**src/rtl/core/rcts_pkg.sv**
```systemverilog
`default_nettype none
// ----------------------------------------------------------------------------
// rcts_pkg
// Shared types and codes for the reference-counted tag slot table:
// command and status codes, entry layout, default table size.
// ----------------------------------------------------------------------------
package rcts_pkg;

   // default table depth
   localparam int NUM_SLOTS_DEFAULT = 16;

   // field widths
   localparam int CMD_W    = 3;
   localparam int KIND_W   = 3;
   localparam int TAG_W    = 16;
   localparam int SLOT_W   = 4;
   localparam int STATUS_W = 3;
   localparam int COUNT_W  = 8;

   localparam logic [COUNT_W-1:0] COUNT_MAX = 8'hFF;

   // command codes
   localparam logic [CMD_W-1:0] CMD_LOOKUP  = 3'd0;
   localparam logic [CMD_W-1:0] CMD_ACQUIRE = 3'd1;
   localparam logic [CMD_W-1:0] CMD_ADD     = 3'd2;
   localparam logic [CMD_W-1:0] CMD_RELEASE = 3'd3;
   localparam logic [CMD_W-1:0] CMD_REMOVE  = 3'd4;
   localparam logic [CMD_W-1:0] CMD_CLEAR   = 3'd5;
   localparam logic [CMD_W-1:0] CMD_READ    = 3'd6;

   // status codes
   localparam logic [STATUS_W-1:0] STAT_FOUND    = 3'd0;
   localparam logic [STATUS_W-1:0] STAT_ADDED    = 3'd1;
   localparam logic [STATUS_W-1:0] STAT_FULL     = 3'd2;
   localparam logic [STATUS_W-1:0] STAT_NOTFOUND = 3'd3;
   localparam logic [STATUS_W-1:0] STAT_DONE     = 3'd4;

   // configuration register map
   localparam int                  CSR_ADDR_W      = 3;
   localparam logic                CSR_IDX_FALLBACK = 1'b0;

   // kind code for a free slot
   localparam logic [KIND_W-1:0] KIND_FREE = 3'd0;

   // one stored slot
   typedef struct packed {
      logic [KIND_W-1:0]  kind;
      logic [TAG_W-1:0]   tag;
      logic [COUNT_W-1:0] count;
   } entry_type;

endpackage
`default_nettype wire

```
**src/rtl/core/rcts_req_if.sv**
```systemverilog
`default_nettype none
// ----------------------------------------------------------------------------
// rcts_req_if
// Command channel of the slot table: valid/ready handshake plus command,
// entry kind, tag and slot index.
// ----------------------------------------------------------------------------
interface rcts_req_if import rcts_pkg::*; ();
   logic              valid;
   logic              ready;
   logic [CMD_W-1:0]  cmd;
   logic [KIND_W-1:0] entry_kind;
   logic [TAG_W-1:0]  tag;
   logic [SLOT_W-1:0] slot;

   modport source (output valid, output cmd, output entry_kind, output tag,
                   output slot, input ready);
   modport sink   (input valid, input cmd, input entry_kind, input tag,
                   input slot, output ready);
endinterface
`default_nettype wire

```
**src/rtl/core/rcts_rsp_if.sv**
```systemverilog
`default_nettype none
// ----------------------------------------------------------------------------
// rcts_rsp_if
// Result channel of the slot table: valid/ready handshake plus status and
// the contents of the slot the command touched.
// ----------------------------------------------------------------------------
interface rcts_rsp_if import rcts_pkg::*; ();
   logic                valid;
   logic                ready;
   logic [STATUS_W-1:0] status;
   logic [SLOT_W-1:0]   result_slot;
   logic [KIND_W-1:0]   slot_kind;
   logic [COUNT_W-1:0]  slot_count;
   logic [TAG_W-1:0]    slot_tag;

   modport source (output valid, output status, output result_slot,
                   output slot_kind, output slot_count, output slot_tag,
                   input ready);
   modport sink   (input valid, input status, input result_slot,
                   input slot_kind, input slot_count, input slot_tag,
                   output ready);
endinterface
`default_nettype wire

```
**src/rtl/core/refcounted_tag_slot_table.sv**
```systemverilog
`default_nettype none
// ----------------------------------------------------------------------------
// refcounted_tag_slot_table
// Table of NUM_SLOTS slots (kind, tag, reference count) with lookup, acquire,
// add, release, remove, clear and read commands.
//
// Usage:
//   req_chan carries one command transaction; rsp_chan returns exactly one
//   result transaction for it. req_chan.ready is high only while the block
//   is idle; one command is in flight at a time.
//   Every scanning command makes one pass over the slot memory through a single
//   compare unit, one slot per cycle (one write port, registered read).
//   Release and read touch only the named slot.
//   A command passes through the scan, decide and respond states, and
//   rsp_chan.valid is raised in the respond state.
//   The next command is taken the cycle after the result transaction.
//   If the receiver stalls, the result is held in the output register and
//   no new command is accepted until it is taken.
//   Reset clears the per-slot occupied bits, so every slot reads as free at
//   once; no clearing pass is needed. fallback_ff resets to 1.
//   The APB port may be written only while no command is in flight.
// ----------------------------------------------------------------------------
module refcounted_tag_slot_table import rcts_pkg::*; #(
   parameter int NUM_SLOTS = NUM_SLOTS_DEFAULT
) (
   input  wire logic                  clock,
   input  wire logic                  reset,
   rcts_req_if.sink                   req_chan,
   rcts_rsp_if.source                 rsp_chan,
   input  wire logic                  psel,
   input  wire logic                  penable,
   input  wire logic                  pwrite,
   input  wire logic [CSR_ADDR_W-1:0] paddr,
   input  wire logic [31:0]           pwdata,
   output logic      [31:0]           prdata,
   output logic                       pready
);

   localparam int              IDX_W    = $clog2(NUM_SLOTS);
   localparam logic [IDX_W-1:0] LAST_IDX = IDX_W'(NUM_SLOTS - 1);

   typedef enum logic [3:0] {
      ST_IDLE   = 4'b0001,
      ST_SCAN   = 4'b0010,
      ST_DECIDE = 4'b0100,
      ST_RESP   = 4'b1000
   } state_type;

   state_type state_ff, state_in;

   // command fields
   logic [CMD_W-1:0]  cmd_ff, cmd_in;
   logic [KIND_W-1:0] kind_ff, kind_in;
   logic [TAG_W-1:0]  tag_ff, tag_in;
   logic [SLOT_W-1:0] slot_ff, slot_in;

   // scan sequencer
   logic [IDX_W-1:0] scan_ff, scan_in;
   logic             issue_done_ff, issue_done_in;
   logic             cmp_vld_ff, cmp_vld_in;
   logic [IDX_W-1:0] cmp_idx_ff, cmp_idx_in;

   // slot memory and occupied bits
   entry_type             slot_mem_ff [NUM_SLOTS];
   entry_type             rd_data_ff;
   logic                  rd_occ_ff, rd_occ_in;
   logic [NUM_SLOTS-1:0]  valid_ff, valid_in;

   // scan results
   logic             match_hit_ff, match_hit_in;
   logic [IDX_W-1:0] match_idx_ff, match_idx_in;
   entry_type        match_ent_ff, match_ent_in;
   logic             free_hit_ff, free_hit_in;
   logic [IDX_W-1:0] free_idx_ff, free_idx_in;
   entry_type        sel_ent_ff, sel_ent_in;
   logic             sel_occ_ff, sel_occ_in;

   // memory write port
   logic             wr_en;
   logic [IDX_W-1:0] wr_addr;
   entry_type        wr_data;

   // result register
   logic                rsp_valid_ff, rsp_valid_in;
   logic [STATUS_W-1:0] rsp_status_ff, rsp_status_in;
   logic [SLOT_W-1:0]   rsp_slot_ff, rsp_slot_in;
   entry_type           rsp_ent_ff, rsp_ent_in;

   // configuration
   logic fallback_ff, fallback_in;

   logic             req_take;
   logic             rsp_take;
   logic             single_read;
   logic [IDX_W-1:0] slot_idx;
   logic [IDX_W-1:0] sel_idx;
   logic             slot_ok;
   logic             set_occ;
   logic             clr_occ;
   logic             clr_all;
   entry_type        cur_ent;
   logic [COUNT_W-1:0] rel_count;

   function automatic logic [COUNT_W-1:0] sat_inc(input logic [COUNT_W-1:0] c);
      sat_inc = (c == COUNT_MAX) ? c : c + 8'd1;
   endfunction

   assign req_take = req_chan.valid && req_chan.ready;
   assign rsp_take = rsp_chan.valid && rsp_chan.ready;

   assign req_chan.ready = (state_ff == ST_IDLE);

   assign rsp_chan.valid       = rsp_valid_ff;
   assign rsp_chan.status      = rsp_status_ff;
   assign rsp_chan.result_slot = rsp_slot_ff;
   assign rsp_chan.slot_kind   = rsp_ent_ff.kind;
   assign rsp_chan.slot_count  = rsp_ent_ff.count;
   assign rsp_chan.slot_tag    = rsp_ent_ff.tag;

   // APB register
   assign pready      = 1'b1;
   assign prdata      = (paddr[2] == CSR_IDX_FALLBACK) ? {31'd0, fallback_ff} : 32'd0;
   assign fallback_in = (psel && penable && pwrite && pready &&
                         paddr[2] == CSR_IDX_FALLBACK) ? pwdata[0] : fallback_ff;

   // slot-addressed commands touch one entry only
   assign single_read = (cmd_ff == CMD_RELEASE) || (cmd_ff == CMD_READ);
   assign slot_idx    = IDX_W'(slot_ff);
   assign sel_idx     = single_read ? slot_idx : '0;
   assign slot_ok     = ({28'd0, slot_ff} < 32'(NUM_SLOTS));

   // occupied bit at the scan pointer, registered beside the memory read
   assign rd_occ_in  = valid_ff[scan_ff];
   assign cur_ent    = rd_occ_ff ? rd_data_ff : '0;
   assign rel_count  = (sel_occ_ff && sel_ent_ff.count != 8'd0) ?
                       sel_ent_ff.count - 8'd1 : 8'd0;

   // sequencer, compare unit and decision
   always_comb begin
      state_in      = state_ff;
      cmd_in        = cmd_ff;
      kind_in       = kind_ff;
      tag_in        = tag_ff;
      slot_in       = slot_ff;
      scan_in       = scan_ff;
      issue_done_in = issue_done_ff;
      cmp_vld_in    = 1'b0;
      cmp_idx_in    = scan_ff;
      match_hit_in  = match_hit_ff;
      match_idx_in  = match_idx_ff;
      match_ent_in  = match_ent_ff;
      free_hit_in   = free_hit_ff;
      free_idx_in   = free_idx_ff;
      sel_ent_in    = sel_ent_ff;
      sel_occ_in    = sel_occ_ff;
      valid_in      = valid_ff;
      rsp_valid_in  = rsp_valid_ff;
      rsp_status_in = rsp_status_ff;
      rsp_slot_in   = rsp_slot_ff;
      rsp_ent_in    = rsp_ent_ff;
      wr_en         = 1'b0;
      wr_addr       = '0;
      wr_data       = '0;
      set_occ       = 1'b0;
      clr_occ       = 1'b0;
      clr_all       = 1'b0;

      case (state_ff)
         ST_IDLE: begin
            if (req_take) begin
               cmd_in        = req_chan.cmd;
               kind_in       = req_chan.entry_kind;
               tag_in        = req_chan.tag;
               slot_in       = req_chan.slot;
               issue_done_in = 1'b0;
               match_hit_in  = 1'b0;
               free_hit_in   = 1'b0;
               sel_occ_in    = 1'b0;
               sel_ent_in    = '0;
               if (req_chan.cmd == CMD_RELEASE || req_chan.cmd == CMD_READ) begin
                  scan_in = IDX_W'(req_chan.slot);
               end else begin
                  scan_in = '0;
               end
               state_in = ST_SCAN;
            end
         end

         ST_SCAN: begin
            // issue side
            if (!issue_done_ff) begin
               cmp_vld_in = 1'b1;
               if (single_read || scan_ff == LAST_IDX) begin
                  issue_done_in = 1'b1;
               end else begin
                  scan_in = scan_ff + IDX_W'(1);
               end
            end
            // compare side
            if (cmp_vld_ff) begin
               if (cmp_idx_ff == sel_idx) begin
                  sel_ent_in = rd_data_ff;
                  sel_occ_in = rd_occ_ff;
               end
               if (cmd_ff == CMD_REMOVE) begin
                  if (rd_occ_ff && rd_data_ff.tag == tag_ff) begin
                     valid_in[cmp_idx_ff] = 1'b0;
                     if (!match_hit_ff) begin
                        match_hit_in = 1'b1;
                        match_idx_in = cmp_idx_ff;
                     end
                  end
               end else begin
                  if (!match_hit_ff && rd_occ_ff && rd_data_ff.kind == kind_ff &&
                      rd_data_ff.tag == tag_ff) begin
                     match_hit_in = 1'b1;
                     match_idx_in = cmp_idx_ff;
                     match_ent_in = cur_ent;
                  end
                  if (!free_hit_ff && !rd_occ_ff) begin
                     free_hit_in = 1'b1;
                     free_idx_in = cmp_idx_ff;
                  end
               end
            end
            if (issue_done_ff && !cmp_vld_ff) begin
               state_in = ST_DECIDE;
            end
         end

         ST_DECIDE: begin
            rsp_status_in = STAT_NOTFOUND;
            rsp_slot_in   = '0;
            rsp_ent_in    = '0;
            case (cmd_ff)
               CMD_LOOKUP, CMD_ACQUIRE, CMD_ADD: begin
                  if (kind_ff == KIND_FREE) begin
                     rsp_status_in = STAT_NOTFOUND;
                  end else if (cmd_ff != CMD_ADD && match_hit_ff) begin
                     wr_addr = match_idx_ff;
                     wr_data = match_ent_ff;
                     if (cmd_ff == CMD_ACQUIRE) begin
                        wr_en         = 1'b1;
                        wr_data.count = sat_inc(match_ent_ff.count);
                     end
                     rsp_status_in = STAT_FOUND;
                     rsp_slot_in   = SLOT_W'(match_idx_ff);
                     rsp_ent_in    = wr_data;
                  end else if (cmd_ff == CMD_LOOKUP) begin
                     rsp_status_in = STAT_NOTFOUND;
                  end else if (free_hit_ff) begin
                     // claim lowest free slot; a free slot always counts zero
                     wr_en         = 1'b1;
                     set_occ       = 1'b1;
                     wr_addr       = free_idx_ff;
                     wr_data.kind  = kind_ff;
                     wr_data.tag   = tag_ff;
                     wr_data.count = (cmd_ff == CMD_ACQUIRE) ? 8'd1 : 8'd0;
                     rsp_status_in = STAT_ADDED;
                     rsp_slot_in   = SLOT_W'(free_idx_ff);
                     rsp_ent_in    = wr_data;
                  end else if (cmd_ff == CMD_ACQUIRE && fallback_ff) begin
                     // table full: count slot zero instead
                     wr_en         = 1'b1;
                     wr_addr       = '0;
                     wr_data       = sel_ent_ff;
                     wr_data.count = sat_inc(sel_ent_ff.count);
                     rsp_status_in = STAT_FULL;
                     rsp_slot_in   = '0;
                     rsp_ent_in    = wr_data;
                  end else begin
                     rsp_status_in = STAT_FULL;
                  end
               end

               CMD_RELEASE: begin
                  if (slot_ok) begin
                     rsp_status_in = STAT_DONE;
                     rsp_slot_in   = slot_ff;
                     wr_addr       = slot_idx;
                     if (rel_count == 8'd0) begin
                        clr_occ = 1'b1;
                     end else begin
                        wr_en         = 1'b1;
                        wr_data       = sel_ent_ff;
                        wr_data.count = rel_count;
                        rsp_ent_in    = wr_data;
                     end
                  end
               end

               CMD_REMOVE: begin
                  if (match_hit_ff) begin
                     rsp_status_in = STAT_DONE;
                     rsp_slot_in   = SLOT_W'(match_idx_ff);
                  end
               end

               CMD_CLEAR: begin
                  clr_all       = 1'b1;
                  rsp_status_in = STAT_DONE;
               end

               CMD_READ: begin
                  if (slot_ok) begin
                     rsp_status_in = STAT_DONE;
                     rsp_slot_in   = slot_ff;
                     rsp_ent_in    = sel_occ_ff ? sel_ent_ff : '0;
                  end
               end

               default: begin
                  rsp_status_in = STAT_NOTFOUND;
               end
            endcase

            if (clr_all) begin
               valid_in = '0;
            end else if (set_occ) begin
               valid_in[wr_addr] = 1'b1;
            end else if (clr_occ) begin
               valid_in[wr_addr] = 1'b0;
            end
            rsp_valid_in = 1'b1;
            state_in     = ST_RESP;
         end

         ST_RESP: begin
            if (rsp_take) begin
               rsp_valid_in = 1'b0;
               state_in     = ST_IDLE;
            end
         end

         default: begin
            state_in = ST_IDLE;
         end
      endcase
   end

   // control registers
   always_ff @(posedge clock) begin
      if (reset) begin
         state_ff      <= ST_IDLE;
         issue_done_ff <= 1'b0;
         cmp_vld_ff    <= 1'b0;
         valid_ff      <= '0;
         rsp_valid_ff  <= 1'b0;
         fallback_ff   <= 1'b1;
      end else begin
         state_ff      <= state_in;
         issue_done_ff <= issue_done_in;
         cmp_vld_ff    <= cmp_vld_in;
         valid_ff      <= valid_in;
         rsp_valid_ff  <= rsp_valid_in;
         fallback_ff   <= fallback_in;
      end
   end

   // payload registers
   always_ff @(posedge clock) begin
      cmd_ff        <= cmd_in;
      kind_ff       <= kind_in;
      tag_ff        <= tag_in;
      slot_ff       <= slot_in;
      scan_ff       <= scan_in;
      cmp_idx_ff    <= cmp_idx_in;
      rd_occ_ff     <= rd_occ_in;
      match_hit_ff  <= match_hit_in;
      match_idx_ff  <= match_idx_in;
      match_ent_ff  <= match_ent_in;
      free_hit_ff   <= free_hit_in;
      free_idx_ff   <= free_idx_in;
      sel_ent_ff    <= sel_ent_in;
      sel_occ_ff    <= sel_occ_in;
      rsp_status_ff <= rsp_status_in;
      rsp_slot_ff   <= rsp_slot_in;
      rsp_ent_ff    <= rsp_ent_in;
   end

   // slot memory: write port and registered read at the scan pointer
   always_ff @(posedge clock) begin
      if (wr_en) begin
         slot_mem_ff[wr_addr] <= wr_data;
      end
      rd_data_ff <= slot_mem_ff[scan_ff];
   end

endmodule
`default_nettype wire

```
**src/flat_wrapper.sv**
```systemverilog
// flat-port wrapper written by rule: the top's interface ports become plain ports
module refcounted_tag_slot_table_flat import rcts_pkg::*;
#(
   parameter int NUM_SLOTS = NUM_SLOTS_DEFAULT
)
  (clock, reset, psel, penable, pwrite, paddr, pwdata, prdata, pready, req_chan_valid, req_chan_cmd, req_chan_entry_kind, req_chan_tag, req_chan_slot, req_chan_ready, rsp_chan_valid, rsp_chan_status, rsp_chan_result_slot, rsp_chan_slot_kind, rsp_chan_slot_count, rsp_chan_slot_tag, rsp_chan_ready);
  rcts_req_if req_chan_i ();
  rcts_rsp_if rsp_chan_i ();
  input  wire logic clock;
  input  wire logic reset;
  input  wire logic psel;
  input  wire logic penable;
  input  wire logic pwrite;
  input  wire logic [CSR_ADDR_W-1:0] paddr;
  input  wire logic [31:0] pwdata;
  output logic      [31:0] prdata;
  output logic pready;
  input wire logic [$bits(req_chan_i.valid)-1:0] req_chan_valid;
  input wire logic [$bits(req_chan_i.cmd)-1:0] req_chan_cmd;
  input wire logic [$bits(req_chan_i.entry_kind)-1:0] req_chan_entry_kind;
  input wire logic [$bits(req_chan_i.tag)-1:0] req_chan_tag;
  input wire logic [$bits(req_chan_i.slot)-1:0] req_chan_slot;
  output wire logic [$bits(req_chan_i.ready)-1:0] req_chan_ready;
  output wire logic [$bits(rsp_chan_i.valid)-1:0] rsp_chan_valid;
  output wire logic [$bits(rsp_chan_i.status)-1:0] rsp_chan_status;
  output wire logic [$bits(rsp_chan_i.result_slot)-1:0] rsp_chan_result_slot;
  output wire logic [$bits(rsp_chan_i.slot_kind)-1:0] rsp_chan_slot_kind;
  output wire logic [$bits(rsp_chan_i.slot_count)-1:0] rsp_chan_slot_count;
  output wire logic [$bits(rsp_chan_i.slot_tag)-1:0] rsp_chan_slot_tag;
  input wire logic [$bits(rsp_chan_i.ready)-1:0] rsp_chan_ready;
  assign req_chan_i.valid = req_chan_valid;
  assign req_chan_i.cmd = req_chan_cmd;
  assign req_chan_i.entry_kind = req_chan_entry_kind;
  assign req_chan_i.tag = req_chan_tag;
  assign req_chan_i.slot = req_chan_slot;
  assign req_chan_ready = req_chan_i.ready;
  assign rsp_chan_valid = rsp_chan_i.valid;
  assign rsp_chan_status = rsp_chan_i.status;
  assign rsp_chan_result_slot = rsp_chan_i.result_slot;
  assign rsp_chan_slot_kind = rsp_chan_i.slot_kind;
  assign rsp_chan_slot_count = rsp_chan_i.slot_count;
  assign rsp_chan_slot_tag = rsp_chan_i.slot_tag;
  assign rsp_chan_i.ready = rsp_chan_ready;
  refcounted_tag_slot_table #(.NUM_SLOTS(NUM_SLOTS)) u_core (.clock(clock), .reset(reset), .req_chan(req_chan_i), .rsp_chan(rsp_chan_i), .psel(psel), .penable(penable), .pwrite(pwrite), .paddr(paddr), .pwdata(pwdata), .prdata(prdata), .pready(pready));
endmodule
```
**config.mk**
```make
export PLATFORM = sky130hd
export DESIGN_NAME = refcounted_tag_slot_table_flat
export DESIGN_NICKNAME = d
export VERILOG_FILES = /design/src/rtl/core/rcts_pkg.sv /design/src/rtl/core/rcts_req_if.sv /design/src/rtl/core/rcts_rsp_if.sv /design/src/rtl/core/refcounted_tag_slot_table.sv /design/src/flat_wrapper.sv
export SDC_FILE = /design/constraint.sdc
export NUM_CORES = 1
export LEC_CHECK = 0
export ABC_AREA = 1
export ABC_CLOCK_PERIOD_IN_PS = 4700
export BUFFER_PORTS_ARGS = -buffer_cell sky130_fd_sc_hd__buf_2
export CORE_MARGIN = 5
export CORE_UTILIZATION = 51
export CTS_BUF_LIST = sky130_fd_sc_hd__clkbuf_4 sky130_fd_sc_hd__clkbuf_8
export CTS_CLUSTER_DIAMETER = 120
export CTS_CLUSTER_SIZE = 20
export DETAILED_ROUTE_END_ITERATION = 6
export HOLD_SLACK_MARGIN = 0.03
export PLACE_DENSITY_LB_ADDON = 0.12
export SKIP_CTS_REPAIR_TIMING = 1
export SLEW_MARGIN = 20
export SYNTH_ARGS = -nofsm -noshare
export SYNTH_HDL_FRONTEND = slang
export SYNTH_SLANG_ARGS = --single-unit
```
**constraint.sdc**
```tcl
create_clock -name clock -period 4.7 [get_ports clock]
set_input_delay 0.47 -clock clock [delete_from_list [all_inputs] [get_ports clock]]
set_output_delay 0.47 -clock clock [all_outputs]
set_load 0.01 [all_outputs]
```
==> qor.csv <==
metric,value,unit
final_cell_mix,"edfxtp_1 (561), nand2_1 (407), o21ai_0 (263)",
ir_drop,217,uV
rows,83,
status,"complete, no violations",
holdCritStartpoint,req_chan_cmd[2],
synth-main-ff-cell,edfxtp_1,
fin_area,28600,um^2
max_cap_violations,0,
critPathSlowestCell,nor2_1,
synth_edf_count,561,
grt_pass1_vias,16925,
core_area,51200,um^2
synth_top_cell_by_area,edfxtp_1,
setup_tns,0,ns
crit_type,reg2reg,
grt_pass1_wl,105000,um
drc,0,
rsz0062_at_grt,false,
setup_slack,1.01,ns
fin_crit,3.69,ns
reg2reg_setup_slack,1.01,ns
grt_max_degree,189,
powerDensity,357,nW/um^2
crit_end,u_core.slot_mem_ff[5][23],
setup_viol,0,
worstPathCellList,"clkinv_1, ha_1, nand2_2, nor2_2, nor2_2, nand3_1, nand2_1, nor2_2, nand2_1, nand2_1, buf_4, o21ai_0, inv_1, nor2_1",
die_y,237,um
r2r_cells,14,
finalCritPeriodShare,78.6,%
netlist_area,26300,um^2
clockBufferDepth,3,
vias_per_cell,5.74,
worst_pin_slew,1.06,ns
grt.met2_usage,39.3,%
critPathBufInv,3,
path_clk_slew,0.14,ns
drt_iter0_drc,1983,
grt_busiest_layer,met2,
maxSlewHeadroom,28.8,%
ys_seq_area_share,68.4,%
r2r_end,u_core.slot_mem_ff[5][23],
dr.pass1.iters,5,
gp_congestion,0.895,
wirelength,70900,um
num_vias,18127,
placed_cell_area,27600,um^2
cts_made_buffers,36,
grt_antenna_before_repair,2,
synth-seq-cells,617,
cts_tree,built,
cts.htree.levels,2,
synth_top_area_share,64.1,%
yosysWarnings,0,
utilization,55.9,%
cp_top_family,simple AND/OR/NAND/NOR gates,
clock_latency,0.66,ns
crit_required,5.00,ns
startpoint_type,flop,
synth-async-reset-ratio,0,%
wl_per_cell,22.5,um
preCtsSetupSlack,1.05,ns
hold_slack,0.0615,ns
max_freq,271,MHz
grt_util_met3,3.79,%
finalMaxSlewViolations,0,
synthCells,2374,
port_buffers,71,
synth_cell_types,44,
drtAntennaViolNets,0,
crit_arrival,3.99,ns
met1_usage,34.9,%
initial_core_util,51.3,%
drive_above_1_share,10.9,%
cts_sinks,617,
synth.area.top_cells,"edfxtp_1 (64%), nand2_1 (5.8%), o21ai_0 (5.0%)",
max_stage_delay,0.80,ns
power.leakage,10.1,nW
cp_max_fo,19,
cp-startpoint,u_core.sel_ent_ff[0],
area_growth,8.92,%
root_buffer,clkbuf_8,
hold_viol,0,
hp-class,in2reg,
die_x,237,um
cp.depth,14,
overflow,0,
dieArea,56200,um^2
end_kind,flop,
boundaryPins,137,
reg2reg_from,u_core.sel_ent_ff[0],
layout_commonest_cell,edfxtp_1,
nets,2522,
skew,0.0350,ns
dp_hpwl,41700,um
syn_area_per_cell,11.1,um^2
track_usage,24.4,%
[area by class of cell]
| class | count | area [um^2] |
|---|---|---|
| multi-input cells | 1429 | 7020 |
| fillers | 4331 | 22600 |
| clock buffers | 63 | 711 |
| flip-flops and latches | 617 | 18000 |
| diodes | 1 | 2.50 |
| well taps | 680 | 851 |
| inverters | 206 | 781 |
| repair buffers | 159 | 1280 |
| clock inverters | 2 | 13.8 |
[cells in the mapped netlist (19+ instances only)]
cell type / instances
a21oi_1: 107
a221oi_1: 37
buf_4: 36
clkbuf_1: 97
dfxtp_1: 56
edfxtp_1: 561
inv_1: 191
nand2_1: 408
nand3_1: 108
nand4_1: 39
nor2_1: 259
nor3_1: 25
o21ai_0: 263
o221ai_1: 19
o22ai_1: 41
[worst min path at each step]
| stage | slack, ns | cells after the start | to |
|---|---|---|---|
| 5_1_grt | 0.03 | 1 | u_core.cmd_ff[2] |
| 3_3_place_gp | 0.45 | 2 | u_core.issue_done_ff |
| 6_report | 0.06 | 1 | u_core.cmd_ff[2] |
| 3_5_place_dp | 0.45 | 2 | u_core.issue_done_ff |
| 2_1_floorplan | 0.39 | 0 | u_core.cmp_idx_ff[2] |
| 4_1_cts | -0.07 | 1 | u_core.tag_ff[1] |
[where the power goes]
group / total (mW) / internal (mW) / leakage, nW / switching [mW]
logic: 1.40 / 0.392 / 4.58 / 1.01
registers: 6.22 / 6.07 / 5.11 / 0.142
clock network: 2.62 / 0.966 / 0.397 / 1.65
total: 10.2 / 7.43 / 10.1 / 2.80
[registers in the layout (all words and copies together) (netlist names), 4 cells and up]
register                     count
u_core.cmp_idx_in                4
u_core.match_ent_ff             27
u_core.slot_mem_ff             432
u_core.match_idx_ff              4
u_core.tag_ff                   16
u_core.rsp_chan.result_slot      4
u_core.sel_ent_ff               27
u_core.rsp_chan.slot_tag        16
u_core.rd_data_ff               27
u_core.free_idx_ff               4
u_core.slot_ff                   4
u_core.cmp_idx_ff                4
u_core.state_ff                  4
u_core.rsp_chan.slot_count       8
u_core.valid_ff                 16
[logic make-up (layout without fill, tap and decap cells)]
family	count (synthesis)	count (layout)	synth area share, %
xor gates and xnor gates	16	16	0.533
DFF	617	617	68.4
AOI/OAI and AO/OA	501	501	10.9
and+or+nand+nor	875	875	14.1
buffers and inverters	358	430	5.84
other	2	33	0.0286
adders and majority gates	5	5	0.238
[worst register-to-register path: cells and delay by family, from the launching register on]
family	cells	cell delay (ns)
and+or+nand+nor	9	1.73
buffers and inverters	3	0.67
DFF	1	0.44
AOI/OAI and AO/OA	1	0.18
adders and majority gates	1	0.31
[metal layers]
metal,routed length (um),up-vias,share of wire (%)
met1,30000,8965,42
met2,33400,644,47
met5,0,-,0
met3,5530,103,7.8
met4,2010,0,2.8
li1,-,8415,-
[metrics by stage]
step	total power [mW]	instances
global placement	7.68	3066
CTS	10.3	3131
finish	10.2	3157
detailed placement	7.70	3066
global route	10.7	3156
floorplan	7.21	2404
(Power assumes the default switching activity.)
